===== config.mk =====
export PLATFORM = sky130hd
export DESIGN_NAME = bbf_div
export DESIGN_NICKNAME = d
export VERILOG_FILES = /design/src/hw/rtl/bbf_pkg.sv /design/src/hw/rtl/bbf_div.sv
export SDC_FILE = /design/constraint.sdc
export NUM_CORES = 1
export LEC_CHECK = 0
export BUFFER_PORTS_ARGS = -buffer_cell sky130_fd_sc_hd__buf_4
export CAP_MARGIN = 25
export CORE_MARGIN = 5
export CORE_UTILIZATION = 50
export CTS_BUF_LIST = sky130_fd_sc_hd__clkbuf_16
export DETAILED_ROUTE_END_ITERATION = 10
export PLACE_DENSITY = 0.86
export SLEW_MARGIN = 0
export SYNTH_ARGS = -nofsm -noshare
export SYNTH_HDL_FRONTEND = slang
export SYNTH_SLANG_ARGS = --single-unit
export TNS_END_PERCENT = 30

===== constraint.sdc =====
create_clock -name clk -period 6.34 [get_ports clk]
set_input_delay 0 -clock clk [delete_from_list [all_inputs] [get_ports clk]]
set_output_delay 0 -clock clk [all_outputs]
set_load 0.03 [all_outputs]

===== src/hw/rtl/bbf_pkg.sv =====
// Shared constants, types and codes of the RGB box blur filter.
`default_nettype none
package bbf_pkg;

    localparam int MAX_WINDOW = 7;
    localparam int MAX_WIDTH  = 1024;
    localparam int MAX_HEIGHT = 1024;

    localparam int COL_W  = $clog2(MAX_WIDTH);
    localparam int ROW_W  = $clog2(MAX_HEIGHT);
    localparam int DIM_W  = 11;
    localparam int WIN_W  = 3;
    localparam int BANK_W = $clog2(MAX_WINDOW);
    localparam int IDX_W  = COL_W + ROW_W;
    localparam int RCV_W  = 2 * DIM_W;
    localparam int CNT_W  = $clog2(MAX_WINDOW + 1);
    localparam int LSUM_W = $clog2(MAX_WINDOW * 255 + 1);
    localparam int SUM_W  = $clog2(MAX_WINDOW * MAX_WINDOW * 255 + 1);
    localparam int WIN_CAP = (MAX_WINDOW % 2 == 1) ? MAX_WINDOW : MAX_WINDOW - 1;

    localparam int MOD_SHIFT = IDX_W + 4;
    localparam int MOD_RECIP = (2 ** MOD_SHIFT) / MAX_WINDOW + 1;
    localparam int PROD_W    = IDX_W + MOD_SHIFT;

    localparam logic [1:0] CFG_WINDOW = 2'd0;
    localparam logic [1:0] CFG_WIDTH  = 2'd1;
    localparam logic [1:0] CFG_HEIGHT = 2'd2;

    typedef struct packed {
        logic [7:0] r;
        logic [7:0] g;
        logic [7:0] b;
    } pix_t;

    typedef struct packed {
        logic [LSUM_W-1:0] r;
        logic [LSUM_W-1:0] g;
        logic [LSUM_W-1:0] b;
    } lane_sum_t;

    typedef struct packed {
        logic wr_en;
        logic acc_clr;
        logic acc_en;
    } lane_ctl_t;

endpackage
`default_nettype wire


===== src/hw/rtl/bbf_div.sv =====
// Iterative restoring divider, one quotient bit per cycle.
`default_nettype none
module bbf_div
    import bbf_pkg::*;
(
    input  wire logic             clk,
    input  wire logic             rst_n,
    input  wire logic             start,
    input  wire logic [IDX_W-1:0] dividend,
    input  wire logic [DIM_W-1:0] divisor,
    output logic      [IDX_W-1:0] quot,
    output logic      [DIM_W-1:0] rem,
    output logic                  done
);
    localparam int DCNT_W = $clog2(IDX_W + 1);

    logic [IDX_W-1:0]  quo_reg;
    logic [DIM_W-1:0]  rem_reg;
    logic [DIM_W-1:0]  dvs_reg;
    logic [DCNT_W-1:0] cnt_reg;
    logic              done_reg;
    logic [DIM_W:0]    shifted;
    logic [DIM_W:0]    trial;

    assign shifted = {rem_reg, quo_reg[IDX_W-1]};
    assign trial   = shifted - {1'b0, dvs_reg};

    always_ff @(posedge clk or negedge rst_n)
    begin
        if (!rst_n)
        begin
            cnt_reg  <= '0;
            done_reg <= 1'b0;
        end
        else if (start)
        begin
            cnt_reg  <= DCNT_W'(IDX_W);
            done_reg <= 1'b0;
        end
        else if (cnt_reg != '0)
        begin
            cnt_reg  <= cnt_reg - 1'b1;
            done_reg <= (cnt_reg == DCNT_W'(1));
        end
        else
        begin
            done_reg <= 1'b0;
        end
    end

    always_ff @(posedge clk)
    begin
        if (start)
        begin
            quo_reg <= dividend;
            rem_reg <= '0;
            dvs_reg <= divisor;
        end
        else if (cnt_reg != '0)
        begin
            if (shifted >= {1'b0, dvs_reg})
            begin
                rem_reg <= trial[DIM_W-1:0];
                quo_reg <= {quo_reg[IDX_W-2:0], 1'b1};
            end
            else
            begin
                rem_reg <= shifted[DIM_W-1:0];
                quo_reg <= {quo_reg[IDX_W-2:0], 1'b0};
            end
        end
    end

    assign quot = quo_reg;
    assign rem  = rem_reg;
    assign done = done_reg;
endmodule
`default_nettype wire


# Word-level counts from Yosys, hierarchy flattened
# Index checks and enable logic that the tools add are counted.
# word_totals
output_inout_bits,32
reg_bits,48
memories,0
latchBits,0
ramBits,0
rom_bits,0
# classes
n_eq_ne,1
reduce_logical,2
bitwise_logic,0
n_div,0
shifts,0
magnitude_cmp,1
n_mul,0
n_mux,8
add_sub_neg,2
# op_table
op,n
$mux 20,2
$ge 12x11->1,1
$mux 11,1
$sub 11x11->11,1
$mux 5,2
$eq 5x1->1 const B,1
$reduce_bool 5->1,1
$sub 5x1->5 const B,1
$mux 1,3
$reduce_bool 2->1,1

# Longest topological paths before layout
# Gate-level depths: netlist (run 1).
# logic_depth
word_depth,4
mapped_depth,9

# Worst setup path after synthesis (run 1)
# Ideal clock, no wire load.
# synth_path
path_kind,reg2reg
from,"register quo_reg[19], in the netlist quot[19]"
to,"register rem_reg[4], in the netlist rem[4]"
n_path_buf,0
synth_period_minus_slack_ns,2.324
setup_ns,0.091
arrival_time_ns,2.233
path_slack_ns,4.016
path_stages_with_launch,9
required_time_ns,6.249
path_cell_list,edfxtp_1 -> inv_1 -> ha_1 -> fa_1 -> nand2b_1 -> a21oi_1 -> o21ai_2 -> a211o_2 -> a311oi_1
# synth_via
elab_chain_cells,2
word_cells_on_any_way,3
cone_classes,add/sub (1); order compare (1); mux (1)
# synth_lines
element,line,source
start: declaration,bbf_div.sv:17,logic [IDX_W-1:0] quo_reg;
start signal: assignment,bbf_div.sv:55,quo_reg <= dividend;
start signal: assignment,bbf_div.sv:64,"quo_reg <= {quo_reg[IDX_W-2:0], 1'b1};"
start signal: assignment,bbf_div.sv:69,"quo_reg <= {quo_reg[IDX_W-2:0], 1'b0};"
$sub 11x11->11 / $ge 12x11->1 (equally long branches),"bbf_div.sv:26, bbf_div.sv:61",
$mux 11 *,bbf_div.sv:61,"if (shifted >= {1'b0, dvs_reg})"
end signal: assignment,bbf_div.sv:63,rem_reg <= trial[DIM_W-1:0];
end signal: assignment,bbf_div.sv:68,rem_reg <= shifted[DIM_W-1:0];
end: declaration,bbf_div.sv:18,logic [DIM_W-1:0] rem_reg;
# Every way passes the cells marked *; elsewhere a longest branch is shown, timed or not.
# A chain may end at the register's enable or synchronous reset.

# Worst setup path in the final report (run 1)
# layout_path
from,register cnt_reg[0]
to,"register quo_reg[18], in the netlist quot[18], enable pin"
# layout_via
elab_chain_cells,2
# layout_lines
element,line,source
start: declaration,bbf_div.sv:20,logic [DCNT_W-1:0] cnt_reg;
start signal: assignment,bbf_div.sv:37,cnt_reg <= DCNT_W'(IDX_W);
start signal: assignment,bbf_div.sv:42,cnt_reg <= cnt_reg - 1'b1;
$reduce_bool 5->1,bbf_div.sv:59,else if (cnt_reg != '0)
$reduce_bool 2->1 (no line),n/a,
# Every way passes these cells.

==> metrics.yaml, run 1 <==
place:
  dpl_cell_area_mm2: 0.00319
  dp.cells: 370
  globalplace.congestion: 0.881
  io_buffers: 65
  dp_slack_ns: 3.86
  hpwl_um: 4520
sta:
  min_period_over_period_pct: 39.3
  setup_slack_ns: 3.85
  fmax_mhz: 401
  min_period_ns: 2.49
  setup-violations-final: 0
  slew_headroom_pct: 37.6
  worst_pin_slew_ns: 0.937
  rsz0062_at_grt: "false"
  tns_ns: 0
  drv_slew: 0
  hold_viol: 0
  worst_clock_skew_ns: 0.00491
floorplanning:
  initial_core_util_pct: 51.8
  die_y_um: 83.0
  core_area_mm2: 0.00514
  dieArea_mm2: 0.00689
  die_w_um: 83.0
  io_pins: 66
  num_rows: 26
worst_setup_path:
  worst-r2r-cell-count: 4
  start_kind: "flip-flop"
  path_max_fanout: 20
  required_ns: 6.17
  r2r-start: "cnt_reg[0]"
  path_class: "reg -> reg"
  crit_path_start: "cnt_reg[0]"
  cp.arrival_ns: 2.32
  end_kind: "flip-flop"
clock_tree:
  cts_buffer_depth: 2
  cts-root-buf: "clkbuf_16"
  cts_num_sinks: 48
  cts_tree: "done"
  cts_setup_buffers: 0
  clk_pin_slew_ns: 0.07
  clk_latency_ns: 0.29
  cts_inserted_buffers: 5
  htree_levels: 2
logic_synthesis:
  netlist_instances: 244
  synth-seq-cells: 48
  synth_warnings: 0
  synth_cell_type_count: 54
  synth-async-reset-ratio_pct: 12.5
  synth_sequential_area_ratio_pct: 48.8
  synth_nets: 293
  synth-edff-count: 31
  syn-cell-area_mm2: 0.00266
  avgSynthCellArea_um2: 10.9
  synth_top_flop_cell: "edfxtp_1"
run:
  drv_cap: 0
global_route:
  grt_pass1_vias: 2253
  grt_max_degree: 57
  grt_pass1_wl_um: 10700
  antenna_found_initial: 0
  grt-ovfl-total: 0
  grtUsageTotal_pct: 18.9
power_and_ir_drop:
  power_w: 0.00134
  peakVddDrop_v: 0.000230
  p_leak_nw: 1.51
  p_per_area_mw_per_mm2: 387
drt:
  drt_wl_total_um: 6540
  vias_per_cell: 5.83
  drc: 0
  post_drt_wl_per_cell_um: 16.8
  vias: 2273
  drtAntennaViolNets: 0
  drt_iter0_drc: 257
  first_pass_iters: 5
hold_path:
  min_from: "dividend[8]"
  hold_path_depth: 2
  hold_class: "in -> reg"
status:
  status: "complete, no violations"
layout:
  n_antenna_cell: 0
  drive_gt1_share_pct: 30.0
  mostFrequentLayoutCells: "buf_4, edfxtp_1, nor2_1"
  syn2layout_area_growth_pct: 29.7
  largest_reg_flops: 20
  mostFrequentLayoutCell: "buf_4"
  finalInstanceArea_mm2: 0.00346
  nets: 368
  fin_cells: 390
-- critical path, cell delays in order (launching register included) --
cell      delay [ns]
dfrtp_1         0.40
inv_1           0.12
ha_1            0.22
and2_0          0.60
nand2b_1        0.69
-- path summary, 6_finish.rpt --
check                                   to  slack, ns
max in group asynchronous             done       6.17
worst min-delay path               quot[8]       0.01
worst max register to register    quot[18]       3.85
min in group asynchronous       cnt_reg[4]       0.06
worst max-delay path              quot[18]       3.85
worst min register to register  cnt_reg[4]       0.52
-- final cells by class --
| type | count | area [µm²] |
|---|---|---|
| fillers | 410 | 1680 |
| inverters | 19 | 71.3 |
| well taps | 70 | 87.6 |
| clock buffers | 5 | 125 |
| flip-flops and latches | 48 | 1300 |
| repair buffers | 77 | 608 |
| clock inverters | 3 | 17.5 |
| multi-input cells | 168 | 1240 |
-- synthesized netlist by cell type (all sizes together), types with 7 or more instances --
| cell | number | area share, % |
|---|---|---|
| inv | 19 | 2.7 |
| a21oi | 10 | 1.9 |
| nor2 | 23 | 3.2 |
| nor3 | 10 | 1.9 |
| nand3 | 7 | 1.3 |
| dfxtp | 11 | 8.3 |
| a311oi | 9 | 3.0 |
| mux2 | 19 | 8.0 |
| o21ai | 11 | 2.2 |
| ha | 14 | 6.6 |
| edfxtp | 31 | 35 |
-- where the power goes --
group	internal [W]	switching (W)	total, W
sequential	0.000397	0.0000509	0.000448
clock	0.000146	0.000113	0.000258
combinational	0.000256	0.000374	0.000629
total	0.000799	0.000537	0.00134
-- timing repair --
item / in CTS / in global routing
endpoints found under the setup margin: 0 / 0
resized for setup: 0 / 0
hold buffers: 12 / 0
hold endpoints to repair: 17 / 0
-- stage by stage --
stage / hold WS, ns / util [%]
final: 0.0146 / 67.2
after global routing: 0.0106 / 67.2
after CTS: 0.0157 / 67.2
after detailed placement: -0.191 / 62.1
after global placement: -0.190 / 62.1
after floorplan: -0.296 / -
-- cells by family (layout without fill, tap and decap cells) --
group / Yosys count / count (layout) / synth area share, %
and+or+nand+nor: 69 / 69 / 13.3
DFF: 48 / 48 / 48.8
AOI/OAI and AO/OA: 61 / 61 / 16.8
buffers and inverters: 28 / 104 / 4.42
xor gates and xnor gates: 4 / 4 / 1.32
muxes: 19 / 19 / 8.03
adders and majority gates: 15 / 15 / 7.33
-- routing by layer --
metal | vias to the layer above | track usage, % | share of wire [%]
met5 | - | 0 | 0
met4 | 0 | 6.84 | 3.0
met3 | 21 | 4.85 | 6.5
met2 | 109 | 32.9 | 51
met1 | 1064 | 22.6 | 39
li1 | 1079 | - | -
Note: power is estimated with default switching activity, not from simulation.
==> inputs of run 2 (changes only) <==
Settings changed: ABC_AREA set to 1, PLACE_DENSITY 0.86 to 0.85.
Clock period 6.34 ns to 2.45 ns, I/O delays scaled along.
==> metrics.yaml, run 2 <==
status:
  status: "complete, no violations"
drt:
  drt_wl_total_um: 7420
  post_drt_wl_per_cell_um: 14.5
  drtAntennaViolNets: 0
  first_pass_iters: 4
  vias: 2626
  drc: 0
  drt_iter0_drc: 169
  vias_per_cell: 5.12
power_and_ir_drop:
  p_leak_nw: 1.94
  p_per_area_mw_per_mm2: 991
  power_w: 0.00377
  peakVddDrop_v: 0.000509
place:
  globalplace.congestion: 0.942
  io_buffers: 65
  hpwl_um: 4970
layout:
  n_antenna_cell: 0
  largest_reg_flops: 20
  fin_util_pct: 69.5
  regArea_mm2: 0.00130
  drive_gt1_share_pct: 24.0
  nets: 489
  fill_cells: 422
  multiInputGateArea_mm2: 0.00124
  syn2layout_area_growth_pct: 35.4
  mostFrequentLayoutCell: "nand2_1"
  mostFrequentLayoutCells: "nand2_1, buf_4, inv_1"
global_route:
  antenna_found_initial: 0
  grtUsageTotal_pct: 21.0
  grt_max_degree: 36
  grt_pass1_vias: 2760
  grt-ovfl-total: 0
  grt_pass1_wl_um: 12400
logic_synthesis:
  synth-async-reset-ratio_pct: 12.5
  synthMostInstantiatedCell: "nand2_1"
  synth_sequential_area_ratio_pct: 46.3
  synth_warnings: 0
  yosysTopAreaCellShare_pct: 33.1
  avgSynthCellArea_um2: 8.15
  synth_top_flop_cell: "edfxtp_1"
  netlist_instances: 345
  yosys-top-cells-area: "edfxtp_1, nand2_1, dfxtp_1"
  synth-edff-count: 31
  syn-cell-area_mm2: 0.00281
  synthTopCellsByCount: "nand2_1, inv_1, edfxtp_1"
  synth_area_leader_cell: "edfxtp_1"
  synth_cell_type_count: 31
  synth-seq-cells: 48
  synth_nets: 394
worst_setup_path:
  required_ns: 2.49
  crit_chain: "inv_1 > ha_1 > fa_1 > inv_1 > nand3_1 > nand3_2 > nand2_2 > nand4_4 > nand2_1 > nand2_1"
  worst-r2r-cell-count: 10
  r2r-start: "quot[19]"
  path_max_fanout: 12
  cp.arrival_ns: 2.01
  slowest_stage: "edfxtp_1"
  crit_family: "simple AND/OR/NAND/NOR gates"
  path_class: "reg -> reg"
  critPathBufInv: 2
  slowest_delay_ns: 0.39
  r2r_setup_slack_ns: 0.48
  start_kind: "flip-flop"
  r2r-end: "quot[0]"
  end_kind: "flip-flop"
clock_tree:
  htree_levels: 2
  clk_pin_slew_ns: 0.07
  cts_num_sinks: 48
  cts_tree: "done"
  cts_buffer_depth: 2
  cts-root-buf: "clkbuf_16"
  clk_latency_ns: 0.29
  cts_inserted_buffers: 5
  cts_setup_buffers: 0
hold_path:
  hold_class: "in -> reg"
  min_from: "dividend[0]"
  hold_path_depth: 3
  holdPathEnd: "quot[0]"
floorplanning:
  initial_core_util_pct: 51.4
  die_w_um: 85.0
  num_rows: 27
  core_area_mm2: 0.00547
  dieArea_mm2: 0.00722
  io_pins: 66
  die_y_um: 85.0
sta:
  worst_pin_slew_ns: 0.707
  rsz0062_at_grt: "false"
  min_period_over_period_pct: 80.3
  worst_clock_skew_ns: 0.00593
  tns_ns: 0
  setup-violations-final: 0
  hold_viol: 0
  slew_headroom_pct: 52.8
  fmax_mhz: 508
  min_period_ns: 1.97
  drv_slew: 0
run:
  drv_cap: 0
-- run 2: report_power, final --
group | internal (W) | switching (W) | total [W]
Clock | 0.000480 | 0.000300 | 0.000780
Sequential | 0.00102 | 0.000129 | 0.00115
Combinational | 0.000686 | 0.00115 | 0.00184
Total | 0.00219 | 0.00158 | 0.00377
-- run 2: repair_timing --
action                                  4_1_cts  5_1_grt
gates resized for setup                       0        0
endpoints found under the hold margin        34        0
hold buffers                                 29        0
endpoints found under the setup margin        0        0
-- run 2: layout make-up --
cell class                      instances  share of cell area [%]
Multi-Input combinational cell        235                    32.7
Inverter                               52                    5.13
Clock inverter                          3                    1.12
Clock buffer                            5                    3.29
Tap cell                               72                    2.37
Timing Repair Buffer                   98                    21.2
Sequential cell                        48                    34.2
-- run 2: worst register-to-register path: cells and delay by family, from the launching register on --
kind,cells,cell delay [ns]
flip-flops,1,0.39
buffers and inverters,2,0.15
AND/OR/NAND/NOR,6,0.77
adder cells (fa/ha/maj),2,0.41
-- run 2: worst max path at each step --
stage | startpoint | endpoint | slack, ns | cells after the start
2_1_floorplan | quot[19] | rem[6] | 0.42 | 12
3_3_place_gp | quot[19] | rem[10] | 0.58 | 11
6_report | quot[19] | quot[0] | 0.48 | 10
4_1_cts | quot[19] | quot[0] | 0.49 | 10
3_5_place_dp | quot[19] | quot[0] | 0.50 | 10
5_1_grt | quot[19] | quot[0] | 0.34 | 10
-- run 2: metal layers --
metal	vias to the layer above	global-route usage [%]	share of wire (%)
met3	13	5.53	8.2
met4	0	6.76	1.7
met1	1210	23.7	38
met2	108	38.3	52
li1	1295	-	-
met5	-	0	0
-- run 2: cells by family (layout without fill, tap and decap cells) --
kind of cell	Yosys count	in the layout	synth area share, %
AND/OR/NAND/NOR	206	206	34.0
XOR/XNOR	3	3	0.935
flip-flops	48	48	46.3
adder cells (fa/ha/maj)	15	15	6.94
buffers and inverters	62	158	9.48
AO/OA/AOI/OAI	11	11	2.36
-- run 2: metrics by stage --
| step | worst slack [ns] | instances | hold slack (ns) | instance area [µm²] |
|---|---|---|---|---|
| 6_report | 0.483 | 513 | 0.00378 | 3810 |
| 5_1_grt | 0.342 | 513 | 0.00492 | 3810 |
| 4_1_cts | 0.485 | 513 | 0.000219 | 3810 |
| 3_5_place_dp | 0.497 | 476 | -0.188 | 3350 |
| 3_3_place_gp | 0.581 | 476 | -0.189 | 3350 |
| 2_1_floorplan | 0.425 | 345 | -0.296 | 2810 |
