**src/hw/rtl/bbf_pkg.sv**
```systemverilog
// Shared constants, types and codes of the RGB box blur filter.
`default_nettype none
package bbf_pkg;

    localparam int MAX_WINDOW = 7;
    localparam int MAX_WIDTH  = 1024;
    localparam int MAX_HEIGHT = 1024;

    localparam int COL_W  = $clog2(MAX_WIDTH);
    localparam int ROW_W  = $clog2(MAX_HEIGHT);
    localparam int DIM_W  = 11;
    localparam int WIN_W  = 3;
    localparam int BANK_W = $clog2(MAX_WINDOW);
    localparam int IDX_W  = COL_W + ROW_W;
    localparam int RCV_W  = 2 * DIM_W;
    localparam int CNT_W  = $clog2(MAX_WINDOW + 1);
    localparam int LSUM_W = $clog2(MAX_WINDOW * 255 + 1);
    localparam int SUM_W  = $clog2(MAX_WINDOW * MAX_WINDOW * 255 + 1);
    localparam int WIN_CAP = (MAX_WINDOW % 2 == 1) ? MAX_WINDOW : MAX_WINDOW - 1;

    localparam int MOD_SHIFT = IDX_W + 4;
    localparam int MOD_RECIP = (2 ** MOD_SHIFT) / MAX_WINDOW + 1;
    localparam int PROD_W    = IDX_W + MOD_SHIFT;

    localparam logic [1:0] CFG_WINDOW = 2'd0;
    localparam logic [1:0] CFG_WIDTH  = 2'd1;
    localparam logic [1:0] CFG_HEIGHT = 2'd2;

    typedef struct packed {
        logic [7:0] r;
        logic [7:0] g;
        logic [7:0] b;
    } pix_t;

    typedef struct packed {
        logic [LSUM_W-1:0] r;
        logic [LSUM_W-1:0] g;
        logic [LSUM_W-1:0] b;
    } lane_sum_t;

    typedef struct packed {
        logic wr_en;
        logic acc_clr;
        logic acc_en;
    } lane_ctl_t;

endpackage
`default_nettype wire

```
**src/hw/rtl/bbf_merge.sv**
```systemverilog
// Merges lane sums into window totals and picks the pass-through pixel.
`default_nettype none
module bbf_merge
    import bbf_pkg::*;
(
    input  wire logic              clk,
    input  wire lane_sum_t         lane_acc [MAX_WINDOW],
    input  wire pix_t              lane_pix [MAX_WINDOW],
    input  wire logic [BANK_W-1:0] sel,
    input  wire logic              cap_sum,
    input  wire logic              cap_pix,
    output logic      [SUM_W-1:0]  sum_r,
    output logic      [SUM_W-1:0]  sum_g,
    output logic      [SUM_W-1:0]  sum_b,
    output pix_t                   pass_pix
);
    logic [SUM_W-1:0] tr, tg, tb;
    logic [SUM_W-1:0] sr_reg, sg_reg, sb_reg;
    pix_t             pix_reg;

    always_comb
    begin
        tr = '0;
        tg = '0;
        tb = '0;
        for (int k = 0; k < MAX_WINDOW; k++)
        begin
            tr = tr + SUM_W'(lane_acc[k].r);
            tg = tg + SUM_W'(lane_acc[k].g);
            tb = tb + SUM_W'(lane_acc[k].b);
        end
    end

    always_ff @(posedge clk)
    begin
        if (cap_sum)
        begin
            sr_reg <= tr;
            sg_reg <= tg;
            sb_reg <= tb;
        end
        if (cap_pix)
        begin
            pix_reg <= lane_pix[sel];
        end
    end

    assign sum_r    = sr_reg;
    assign sum_g    = sg_reg;
    assign sum_b    = sb_reg;
    assign pass_pix = pix_reg;
endmodule
`default_nettype wire

```
**config.mk**
```make
export PLATFORM = sky130hd
export DESIGN_NAME = bbf_merge
export DESIGN_NICKNAME = d
export VERILOG_FILES = /design/src/hw/rtl/bbf_pkg.sv /design/src/hw/rtl/bbf_merge.sv
export SDC_FILE = /design/constraint.sdc
export NUM_CORES = 1
export LEC_CHECK = 0
export BUFFER_PORTS_ARGS = -buffer_cell sky130_fd_sc_hd__buf_2
export CAP_MARGIN = 10
export CORE_AREA = 5 5 178 180
export DETAILED_ROUTE_END_ITERATION = 8
export DIE_AREA = 0 0 183 185
export PLACE_DENSITY = 0.64
export SYNTH_ARGS = -nofsm -noshare
export SYNTH_HDL_FRONTEND = slang
export SYNTH_SLANG_ARGS = --single-unit
```
**constraint.sdc**
```tcl
create_clock -name clk -period 14.6 [get_ports clk]
set_clock_uncertainty 0.1 [all_clocks]
set_input_delay 2.92 -clock clk [delete_from_list [all_inputs] [get_ports clk]]
set_output_delay 2.92 -clock clk [all_outputs]
set_load 0.005 [all_outputs]
```
======== Word-level counts from Yosys, hierarchy flattened ========
Cells that the tools add are included.
operators by class
  add/sub/neg operators ................... 18
  multipliers ............................. 0
  div/mod/pow operators ................... 0
  order comparisons ....................... 1
  equal/unequal tests ..................... 0
  shifts and indexed selects .............. 0
  multiplexer cells ....................... 3
  bitwise operators ....................... 1
  reduce and logical (&&, ||, !) cells .... 0
operator list
  operator            count
  $add 14x11->14      9
  $bmux 24 s3         1
  $mux 24             2
  $add 13x11->14      3
  $add 12x11->13      3
  $add 11x11->12      3
  $ge 4x4->1 const B  1
  $not 3->4           1
word-level totals
  register bits ........................... 66
  latch bits .............................. 0
  memory bits (writable) .................. 0
  ROM bits ................................ 0
  input bits .............................. 405
  logic and storage cells ................. 29
  memories kept ........................... 0

======== Logic depth before layout (Yosys ltp) ========
Gate-level depths: netlist (run 1).
  word-level depth ........................ 6
  gate-level depth with buffers ........... 16

======== Worst setup path before layout (run 1) ========
OpenSTA, ideal clock, no wires.
  path kind ............................... input to register
  start point ............................. in lane_acc[115] (netlist name)
  end point ............................... reg sg_reg[12] (netlist: sum_g[12]) (data pin)
  library setup time ...................... 0.262 ns
  data arrival time ....................... 6.251 ns
  required time ........................... 14.238 ns
  setup slack ............................. 7.987 ns
  cell stages on the path ................. 14
  cell sequence ........................... inv_1 fa_1 inv_1 fa_1 inv_1 fa_1 fa_1 inv_1 ha_1 and2_4 a221o_1 a21oi_2 o21ai_1 xor2_1
between the ends
  word-level cells in the longest chain between the ends .. 4
ends and longest elaborated chain
  what                          line             text
  start, declared               bbf_merge.sv:7   input wire lane_sum_t lane_acc [MAX_WINDOW],
  $add 13x11->14                bbf_merge.sv:29  tg = tg + SUM_W'(lane_acc[k].g);
  $add 14x11->14 (3 in series)  bbf_merge.sv:29
  named net tg[12]              bbf_merge.sv:17  logic [SUM_W-1:0] tr, tg, tb;
  end signal, assigned          bbf_merge.sv:39  sg_reg <= tg;
  end, declared                 bbf_merge.sv:18  logic [SUM_W-1:0] sr_reg, sg_reg, sb_reg;
The timed path passes the listed nets, and every way through them passes these cells.
A chain may end at the register's enable or synchronous reset.

======== Worst setup path after layout (run 1) ========
  start point ............................. in lane_acc[114] (netlist name)
  end point ............................... reg sg_reg[10] (netlist: sum_g[10]) (data pin)
Same word-level chain as after synthesis.

==> impl_results.md, run 1 <==
- CTS tree: done
- Setup violators final: 0
- GP Congestion: 0.902
- Synthesis Warnings: 0
- Remaining DRCs: 0
- Synth Flop Type: edfxtp_1
- Placed Area: 12300 um2
- Setup_tns: 0 ns
- First-pass GRT wire length: 44800 um
- Peak supply drop: 0.000108 V
- Die area: 33900 um2
- Period utilization: 0.449
- Final min period: 6.55 ns
- Ports: 471
- Final Hold Vio Count: 0
- Setup repair after global routing missed its margin: false
- Worst hold path class: primary input to register
- Max FO, Critical Path: 4
- Post-route ant nets: 0
- Layout area overhead: 32.3%
- Power density over the cells: 170 nW/um2
- Crit Path Category: primary input to register
- Die H: 185 um
- Post-synth EDFFs: 66
- Hold Buf Count CTS: 0
- Max cap viols: 0
- Vias: 8069
- Clock Tree Root: clkbuf_16
- Seq/Total Area, Yosys: 0.208
- Fin area: 12600 um2
- Initial antenna violation count: 5
- Synthesized area: 9530 um2
- Num CTS Buffers: 9
- Critical path endpoint category: register
- Util after Layout: 0.420
- Global route overflow: 0
- Max Freq: 0.153 GHz
- Resize count post-CTS: 0
- Clock sinks: 66
- Count of different cell masters after synthesis: 47
- CTS max path bufs: 2
- Row count: 64
- Hold path cells: 2
- Largest net degree at the start of global routing: 50
- Vias in the first global route: 8330
- DRT iter0 DRCs: 333
- Share of cells above drive strength 1: 0.366
- Post-Syn Nets: 1580
- Crit start category: primary input
- Post-Synthesis Cells: 968
- Pre-Repair DR Iteration Count: 5
- Vias per cell: 4.40
- Arrival time worst endpoint: 6.53 ns
- Worst rel slew slack: 0.245
- Initial Utilization: 0.317
- Clk slew on worst S/H paths: 0.06 ns
- H-tree depth: 3
- #FFs+latches synth: 66
- Area of the core: 30000 um2
- All-Layer GR Usage: 0.172
- Total leakage power: 7.03 nW
- Wire length per cell: 16.3 um
- Ys async rst share: 0
- Worst hold margin: 2.79 ns
- Final WL: 30000 um
- Worst Path Required: 14.58 ns
- Nets: 2042
- Tot Pwr: 0.00214 W
- Number of max-slew violations in the final report: 0
- Synth Area per Inst: 9.85 um2
- Tightest Pin Transition: 1.13 ns
- Post-CTS Setup Repair Bufs: 0
- Post-DP HPWL: 27000 um
- Fill count: 3018
- Outcome: complete, no violations
- Die width: 183 um
- Port Buffer Count: 470
report_power, final:
group | switching (W) | total (W) | internal [W]
logic | 0.000832 | 0.00152 | 0.000684
registers | 0.0000195 | 0.000387 | 0.000367
clock network | 0.0000889 | 0.000238 | 0.000149
total | 0.000940 | 0.00214 | 0.00120
per-stage QoR:
step	setup slack, ns	instances
6_report	8.05	1833
5_1_grt	7.88	1831
4_1_cts	8.06	1831
3_5_place_dp	7.70	1815
3_3_place_gp	7.76	1815
2_1_floorplan	7.99	968
cell families (layout without fill, tap and decap cells):
family,Yosys count,count (layout),synth area share
AO/OA/AOI/OAI,131,131,0.0877
other,0,2,0
AND/OR/NAND/NOR,93,93,0.0425
adder cells (fa/ha/maj),207,207,0.397
buffers and inverters,398,865,0.160
multiplexers,48,48,0.0819
XOR/XNOR,25,25,0.0230
flip-flops,66,66,0.208
worst paths after layout:
check     startpoint             endpoint  slack, ns
max    lane_acc[114]  sum_g[10]$_DFFE_PP_       8.05
min    lane_acc[198]   sum_b[0]$_DFFE_PP_       2.79
layout by cell type, fill, tap and decap left out, drive strengths merged, types with 3 or more instances in the layout:
| cell type | instances |
|---|---|
| buf | 472 |
| inv | 378 |
| fa | 159 |
| a21oi | 72 |
| edfxtp | 66 |
| nor2 | 62 |
| ha | 48 |
| mux2i | 24 |
| mux4 | 24 |
| xnor2 | 14 |
| o21ai | 14 |
| xor2 | 11 |
| a21o | 10 |
| clkbuf | 9 |
| nand2 | 8 |
| a31oi | 7 |
| nor2b | 5 |
| and2 | 5 |
| o21a | 3 |
| nor3 | 3 |
| nand4 | 3 |
| o21bai | 3 |
| and3 | 3 |
| o211ai | 3 |
critical path: stages:
cell and delay, ns:
buf_2 0.08, inv_1 0.04, fa_1 0.53, inv_1 0.07, fa_1 0.53, inv_1 0.05
fa_1 0.45, fa_1 0.49, inv_1 0.04, ha_1 0.33, and2_4 0.17, a221o_1 0.35
a21oi_2 0.22, o21ai_1 0.11, xor2_1 0.14
synth_stat cells, types with 2 or more instances:
cell type  count  area share
a221oi_2       2      0.0032
o22a_1         2      0.0018
o21bai_1       3      0.0024
o2111ai_1      2      0.0018
nor2b_1        5      0.0033
buf_2          8      0.0042
o31a_1         2      0.0018
a21oi_2        3      0.0028
nor2_1        62       0.024
edfxtp_1      66        0.21
nand3_1        2      0.0011
nor3_1         3      0.0016
o21ai_2        3      0.0028
xor2_1        11       0.010
and2_1         4      0.0026
clkbuf_1       7      0.0028
mux2i_1       24       0.025
a21oi_1       69       0.036
xnor2_1       14       0.013
mux4_2        24       0.057
a21o_1        10      0.0079
and3_1         3      0.0020
o211ai_1       3      0.0024
ha_1          48       0.063
a21boi_0       2      0.0016
fa_1         159        0.33
nand2_1        8      0.0032
a31oi_1        7      0.0046
inv_1        377        0.15
nand4_1        3      0.0020
o21ai_0        9      0.0047
o21a_1         3      0.0024
o21ai_1        2      0.0011
buf_4          5      0.0039
layer usage:
metal  GRT usage  wire, um  up-vias
met5           0        27        -
met1       0.202     10800     3867
li1            -         -     3848
met4      0.0390       447        4
met2       0.313     15900      325
met3      0.0501      2750       25
state kept, by name, indices dropped and copies added (netlist names):
register and count:
sum_g 14, pass_pix 24, sum_b 14, sum_r 14
layout make-up:
type                            instances  area [um2]  share of cell area
Tap cell                              396         495              0.0393
Timing Repair Buffer                  472        2370               0.188
Sequential cell                        66        1980               0.157
Inverter                              377        1420               0.112
Antenna cell                            2        5.00            0.000397
Multi-Input combinational cell        504        6030               0.478
Clock inverter                          7        92.6             0.00734
Clock buffer                            9         225              0.0179
Note: power is estimated with default switching activity, not from simulation.
==> run 2: changes to the inputs <==
--- a/config.mk
+++ b/config.mk
@@ -7,10 +7,10 @@
 export LEC_CHECK = 0
 export BUFFER_PORTS_ARGS = -buffer_cell sky130_fd_sc_hd__buf_2
 export CAP_MARGIN = 10
-export CORE_AREA = 5 5 178 180
+export CORE_AREA = 5 5 180 182
 export DETAILED_ROUTE_END_ITERATION = 8
-export DIE_AREA = 0 0 183 185
-export PLACE_DENSITY = 0.64
+export DIE_AREA = 0 0 185 187
+export PLACE_DENSITY = 0.63
 export SYNTH_ARGS = -nofsm -noshare
 export SYNTH_HDL_FRONTEND = slang
 export SYNTH_SLANG_ARGS = --single-unit
==> constraint.sdc (replaced) <==
create_clock -name clk -period 6.4 [get_ports clk]
set_clock_uncertainty 0.1 [all_clocks]
set_input_delay 1.28 -clock clk [delete_from_list [all_inputs] [get_ports clk]]
set_output_delay 1.28 -clock clk [all_outputs]
set_load 0.005 [all_outputs]
==> run 2 against run 1 <==
Die area increased by 2.2%. Non-clock buffer count up 1. Combinational power up 130%. Core utilization decreased by 0.75 points. Count of clock-buffer cells in the layout increased by 1. First-iteration DRC count fell by 29%. Critical path depth unchanged.
==> impl_results.md, run 2 (same netlist as run 1, synthesis figures left out) <==
- Outcome: complete, no violations
- Die area: 34600 um2 (+2.2%)
- Ports: 471 (unchanged)
- GP Congestion: 0.907 (+0.57%)
- Tightest Pin Transition: 1.08 ns (-0.0500 ns)
- Setup repair after global routing missed its margin: false
- GRT Max-Usage Layer: met2
- Arrival time worst endpoint: 4.89 ns (-1.64 ns)
- Power density over the cells: 384 nW/um2 (+130%)
- First-pass GRT wire length: 46200 um (+3.0%)
- Post-CTS Setup Repair Bufs: 0 (unchanged)
- DRT iter0 DRCs: 235 (-29%)
- Met3 usage: 0.0527 (+0.00262)
- Resize count post-CTS: 0 (unchanged)
- Met2 usage: 0.316 (+0.00323)
- Row count: 64 (unchanged)
- Die H: 187 um (+1.1%)
- Critical path endpoint category: register
- Combinational Power Share: 0.724 (+0.016)
- Share of cells above drive strength 1: 0.365 (-0.00114)
- Most frequent cells in the layout: buf_2, inv_1, fa_1
- Initial Utilization: 0.313 (-0.00418)
- Max cap viols: 0 (unchanged)
- Total leakage power: 7.01 nW (-0.32%)
- M1 GR Usage: 0.196 (-0.00655)
- Wire length per cell: 16.9 um (+3.3%)
- Commonest non-fill, non-tap cell in the layout: buf_2
- Period utilization: 0.768
- Area of the core: 30400 um2 (+1.3%)
- Post-route ant nets: 0 (unchanged)
- Crit start category: primary input
- Worst hold path class: primary input to register
- Largest register FFs: 24 (unchanged)
- Pint: 0.00266 W (+120%)
- H-tree depth: 3 (unchanged)
- Remaining DRCs: 0 (unchanged)
- Vias per cell: 4.37 (-0.70%)
- Fin area: 12500 um2 (-0.48%)
- Clk slew on worst S/H paths: 0.06 ns (about the same)
- All-Layer GR Usage: 0.173 (+0.000925)
- Fill count: 3127 (+3.6%)
- Util after Layout: 0.412 (-0.00750)
- Num CTS Buffers: 9 (unchanged)
- Flop pwr share: 0.183 (+0.002)
- Vias in the first global route: 8542 (+2.5%)
- Final WL: 30900 um (+3.2%)
- Crit path from: lane_acc[104]
- Final Hold Vio Count: 0 (unchanged)
- Crit Path Category: primary input to register
- Nets: 2043 (+0.049%)
- Layout area overhead: 31.7%
- CP Capture Point: sum_b[12]$_DFFE_PP_
- Hold Buf Count CTS: 0 (unchanged)
- Psw: 0.00215 W (+130%)
- Placed Area: 12300 um2 (about the same)
- CTS max path bufs: 2 (unchanged)
- Port Buffer Count: 470 (unchanged)
- Sw Share: 0.448 (+0.00849)
- Clock Power Share: 0.093 (-0.018)
- Initial antenna violation count: 7 (+2)
- Largest net degree at the start of global routing: 50 (unchanged)
- Vias: 8008 (-0.76%)
- Max Freq: 0.203 GHz
- Peak supply drop: 0.000206 V (+91%)
- CTS tree: done
- Setup_tns: 0 ns (unchanged)
- Max FO, Critical Path: 6 (+2)
- Worst rel slew slack: 0.282 (+0.0368)
- Number of max-slew violations in the final report: 0 (unchanged)
- Die width: 185 um (+1.1%)
- Post-DP HPWL: 27900 um (+3.3%)
- Clock Tree Root: clkbuf_16
- Final min period: 4.91 ns
- Pre-Repair DR Iteration Count: 4 (-1)
- Worst Path Required: 6.38 ns (-8.20 ns)
- Global route overflow: 0 (unchanged)
- Setup violators final: 0 (unchanged)
- Clock sinks: 66 (unchanged)
run 2: cell types whose count changed in the layout (fill, tap and decap cells not counted):
| cell | before | now |
|---|---|---|
| clkinvlp_4 | 2 | 1 |
| bufinv_16 | 2 | 0 |
| clkbuf_1 | 0 | 1 |
| buf_4 | 2 | 3 |
| inv_6 | 1 | 0 |
| clkinv_2 | 1 | 2 |
run 2: per-stage QoR:
| step | setup WS [ns] | power [W] | hold slack [ns] | std cells |
|---|---|---|---|---|
| floorplan | 1.43 | 0.00345 | 1.29 | 968 |
| global placement | 1.17 | 0.00431 | 1.48 | 1816 |
| detailed placement | 1.11 | 0.00441 | 1.48 | 1816 |
| CTS | 1.50 | 0.00489 | 1.12 | 1830 |
| global route | 1.30 | 0.00535 | 1.13 | 1832 |
| finish | 1.49 | 0.00481 | 1.14 | 1832 |
run 2: worst min-delay path by stage:
stage                             to  slack (ns)          start  cells after the start
2_1_floorplan  pass_pix[0]$_DFFE_PP_        1.29        cap_pix                      0
3_3_place_gp      sum_r[0]$_DFFE_PP_        1.48  lane_acc[220]                      2
3_5_place_dp      sum_r[0]$_DFFE_PP_        1.48  lane_acc[220]                      2
4_1_cts           sum_r[0]$_DFFE_PP_        1.12  lane_acc[220]                      2
5_1_grt           sum_r[0]$_DFFE_PP_        1.13  lane_acc[220]                      2
6_report          sum_r[0]$_DFFE_PP_        1.14  lane_acc[220]                      2
run 2: routing by layer:
metal,vias up,part of all wire
met5,-,0.00045
met4,4,0.019
met3,30,0.093
met2,307,0.53
met1,3821,0.36
li1,3846,-
run 2: power groups by stage:
stage               Clock (W)  Combinational (W)  Sequential, W
floorplan                   0            0.00254       0.000907
global placement            0            0.00343       0.000885
detailed placement          0            0.00353       0.000888
CTS                  0.000470            0.00354       0.000884
global route         0.000484            0.00397       0.000894
finish               0.000448            0.00349       0.000879
run 2: final cells by class:
type / instances / area [um2] / share of cell area
repair buffers: 473 / 2370 / 0.189
inverters: 377 / 1420 / 0.113
clock buffers: 10 / 229 / 0.0182
clock inverters: 4 / 21.3 / 0.00169
well taps: 396 / 495 / 0.0395
flip-flops and latches: 66 / 1980 / 0.158
diodes: 2 / 5.00 / 0.000399
multi-input cells: 504 / 6030 / 0.480
run 2: critical path: stages:
cell and delay, ns:
buf_2 0.07, inv_1 0.05, fa_1 0.54, inv_1 0.06
fa_1 0.52, inv_1 0.05, fa_1 0.45, fa_1 0.49
inv_1 0.04, ha_1 0.33, a21oi_1 0.17, nand2_1 0.10
a221oi_2 0.40, o21ai_0 0.19, xor2_1 0.16
==> run 3: changes to the inputs <==
--- a/config.mk
+++ b/config.mk
@@ -7,10 +7,10 @@
 export LEC_CHECK = 0
 export BUFFER_PORTS_ARGS = -buffer_cell sky130_fd_sc_hd__buf_2
 export CAP_MARGIN = 10
-export CORE_AREA = 5 5 180 182
+export CORE_AREA = 5 5 179 181
 export DETAILED_ROUTE_END_ITERATION = 8
-export DIE_AREA = 0 0 185 187
-export PLACE_DENSITY = 0.63
+export DIE_AREA = 0 0 184 186
+export PLACE_DENSITY = 0.66
 export SYNTH_ARGS = -nofsm -noshare
 export SYNTH_HDL_FRONTEND = slang
 export SYNTH_SLANG_ARGS = --single-unit
==> constraint.sdc (replaced) <==
create_clock -name clk -period 4.4 [get_ports clk]
set_clock_uncertainty 0.1 [all_clocks]
set_input_delay 0.88 -clock clk [delete_from_list [all_inputs] [get_ports clk]]
set_output_delay 0.88 -clock clk [all_outputs]
set_load 0.005 [all_outputs]
==> run 3 against run 2 <==
Die area decreased by 1.1%. Sequential power grew 46%. Via count rose by 3.2%. Count of clock-buffer cells in the layout decreased by 1. Worst hold slack worse by 0.40 ns. Final cell count increased by 3.2%. Global-route usage is 0.49 points lower. Largest power group unchanged.
==> impl_results.md, run 3 (same netlist as run 1, synthesis figures left out) <==
- Outcome: complete, no violations
- Largest register FFs: 24 (unchanged)
- H-tree depth: 3 (unchanged)
- Number of max-slew violations in the final report: 0 (unchanged)
- Max FO, Critical Path: 4 (-2)
- Max Freq: 0.229 GHz
- Power density over the cells: 644 nW/um2 (+68%)
- Global route overflow: 0 (unchanged)
- Hold Crit Endpoint: sum_b[0]$_DFFE_PP_
- Crit Path Category: primary input to register
- Num CTS Buffers: 9 (unchanged)
- Port Buffer Count: 470 (unchanged)
- Crit start category: primary input
- Total leakage power: 7.33 nW (+4.5%)
- Initial antenna violation count: 5 (-2)
- Period utilization: 0.994
- Hold Buf Count CTS: 0 (unchanged)
- Nets: 2099 (+2.7%)
- Clock Tree Root: clkbuf_16
- First-pass GRT wire length: 44500 um (-3.6%)
- Worst hold margin: 0.741 ns (-0.398 ns)
- GP Congestion: 0.899 (-0.95%)
- Worst Path Required: 4.38 ns (-2.00 ns)
- CTS tree: done
- Die width: 184 um (-0.54%)
- CTS max path bufs: 2 (unchanged)
- Setup violators final: 0 (unchanged)
- Wire length per cell: 16.1 um (-4.8%)
- All-Layer GR Usage: 0.168 (-0.00493)
- Post-DP HPWL: 27200 um (-2.3%)
- Max cap viols: 0 (unchanged)
- Die H: 186 um (-0.53%)
- Post-route ant nets: 0 (unchanged)
- Util after Layout: 0.441 (+0.0287)
- Largest net degree at the start of global routing: 49 (-2.0%)
- Pre-Repair DR Iteration Count: 5 (+1)
- Share of cells above drive strength 1: 0.423 (+0.0582)
- Worst hold path class: primary input to register
- Vias per cell: 4.37 (about the same)
- Critical path endpoint category: register
- Tightest Pin Transition: 1.03 ns (-0.0466 ns)
- Row count: 64 (unchanged)
- Layout area overhead: 40.1%
- Vias in the first global route: 8569 (+0.32%)
- Ports: 471 (unchanged)
- Final min period: 4.37 ns
- Worst rel slew slack: 0.313 (+0.0311)
- Placed cells: 1871 (+3.0%)
- Clock sinks: 66 (unchanged)
- Remaining DRCs: 0 (unchanged)
- Setup repair after global routing missed its margin: true
- Area of the core: 30300 um2 (-0.53%)
- Commonest non-fill, non-tap cell in the layout: buf_2
- Hold path cells: 2 (unchanged)
- Final Hold Vio Count: 0 (unchanged)
- Peak supply drop: 0.000349 V (+69%)
- Vias: 8268 (+3.2%)
- Die area: 34200 um2 (-1.1%)
- Hold Path Origin: lane_acc[198]
- Arrival time worst endpoint: 4.35 ns (-0.54 ns)
- Most frequent cells in the layout: buf_2, inv_1, fa_1
- Initial Utilization: 0.315 (+0.00166)
- Final cell count without fillers: 1890 (+3.2%)
- Final WL: 30400 um (-1.8%)
- Clk slew on worst S/H paths: 0.07 ns (about the same)
- DRT iter0 DRCs: 265 (+13%)
## run 3: cell count changes in the layout (fill, tap and decap cells not counted), moves of 4 or more
cell     previous run  this run
buf_4               3        58
inv_1             377       360
inv_2               0        15
ha_1               48        36
ha_4                0        12
a21oi_1            69        64
o21ai_0             9         5
## run 3: worst max-delay path by stage
stage / cells past startpoint / endpoint / start
5_1_grt: 15 / sum_b[10]$_DFFE_PP_ / lane_acc[104]
3_5_place_dp: 15 / sum_b[9]$_DFFE_PP_ / lane_acc[102]
6_report: 15 / sum_b[8]$_DFFE_PP_ / lane_acc[104]
2_1_floorplan: 14 / sum_g[8]$_DFFE_PP_ / lane_acc[115]
3_3_place_gp: 15 / sum_b[13]$_DFFE_PP_ / lane_acc[102]
4_1_cts: 15 / sum_b[9]$_DFFE_PP_ / lane_acc[102]
## run 3: area by class of cell
cell class,instances,area [um2]
fillers,3008,16900
multi-input cells,504,6320
repair buffers,529,2820
flip-flops and latches,66,1980
inverters,377,1430
well taps,396,495
clock buffers,9,225
clock inverters,7,76.3
diodes,2,5.00
## run 3: through the flow
| step | setup WS [ns] | TNS (ns) | total power [W] | area [um2] |
|---|---|---|---|---|
| 3_3_place_gp | -0.311 | -5.24 | 0.00729 | 12900 |
| 2_1_floorplan | -0.0185 | -0.0501 | 0.00531 | 9680 |
| 3_5_place_dp | -0.353 | -6.09 | 0.00746 | 12900 |
| 4_1_cts | 0.0276 | 0 | 0.00827 | 13200 |
| 6_report | 0.0284 | 0 | 0.00859 | 13400 |
| 5_1_grt | -0.107 | -0.465 | 0.00949 | 13300 |
## run 3: critical path, stage by stage
cell      delay, ns
buf_6          0.07
inv_4          0.03
fa_1           0.54
inv_2          0.04
fa_1           0.54
inv_2          0.04
fa_1           0.50
fa_1           0.58
inv_2          0.05
ha_4           0.23
a21oi_2        0.13
nand2_2        0.09
a221oi_4       0.37
o21bai_1       0.12
xor2_1         0.14
## run 3: layer usage
metal | track usage | vias up | part of all wire
met5 | 0 | - | 0.0017
li1 | - | 3962 | -
met2 | 0.310 | 322 | 0.54
met3 | 0.0457 | 33 | 0.088
met4 | 0.0376 | 8 | 0.016
met1 | 0.196 | 3943 | 0.36
## run 3: what timing repair did
action,in CTS,in global routing
gates resized for setup,0,49
setup buffers,0,2
hold endpoints to repair,0,0
setup endpoints to repair,0,17
## run 3: power by group
part           internal (W)  switching [W]  total [W]
Combinational       0.00331        0.00324    0.00655
Clock              0.000443       0.000318   0.000761
Sequential          0.00122      0.0000610    0.00128
Total               0.00497        0.00362    0.00859
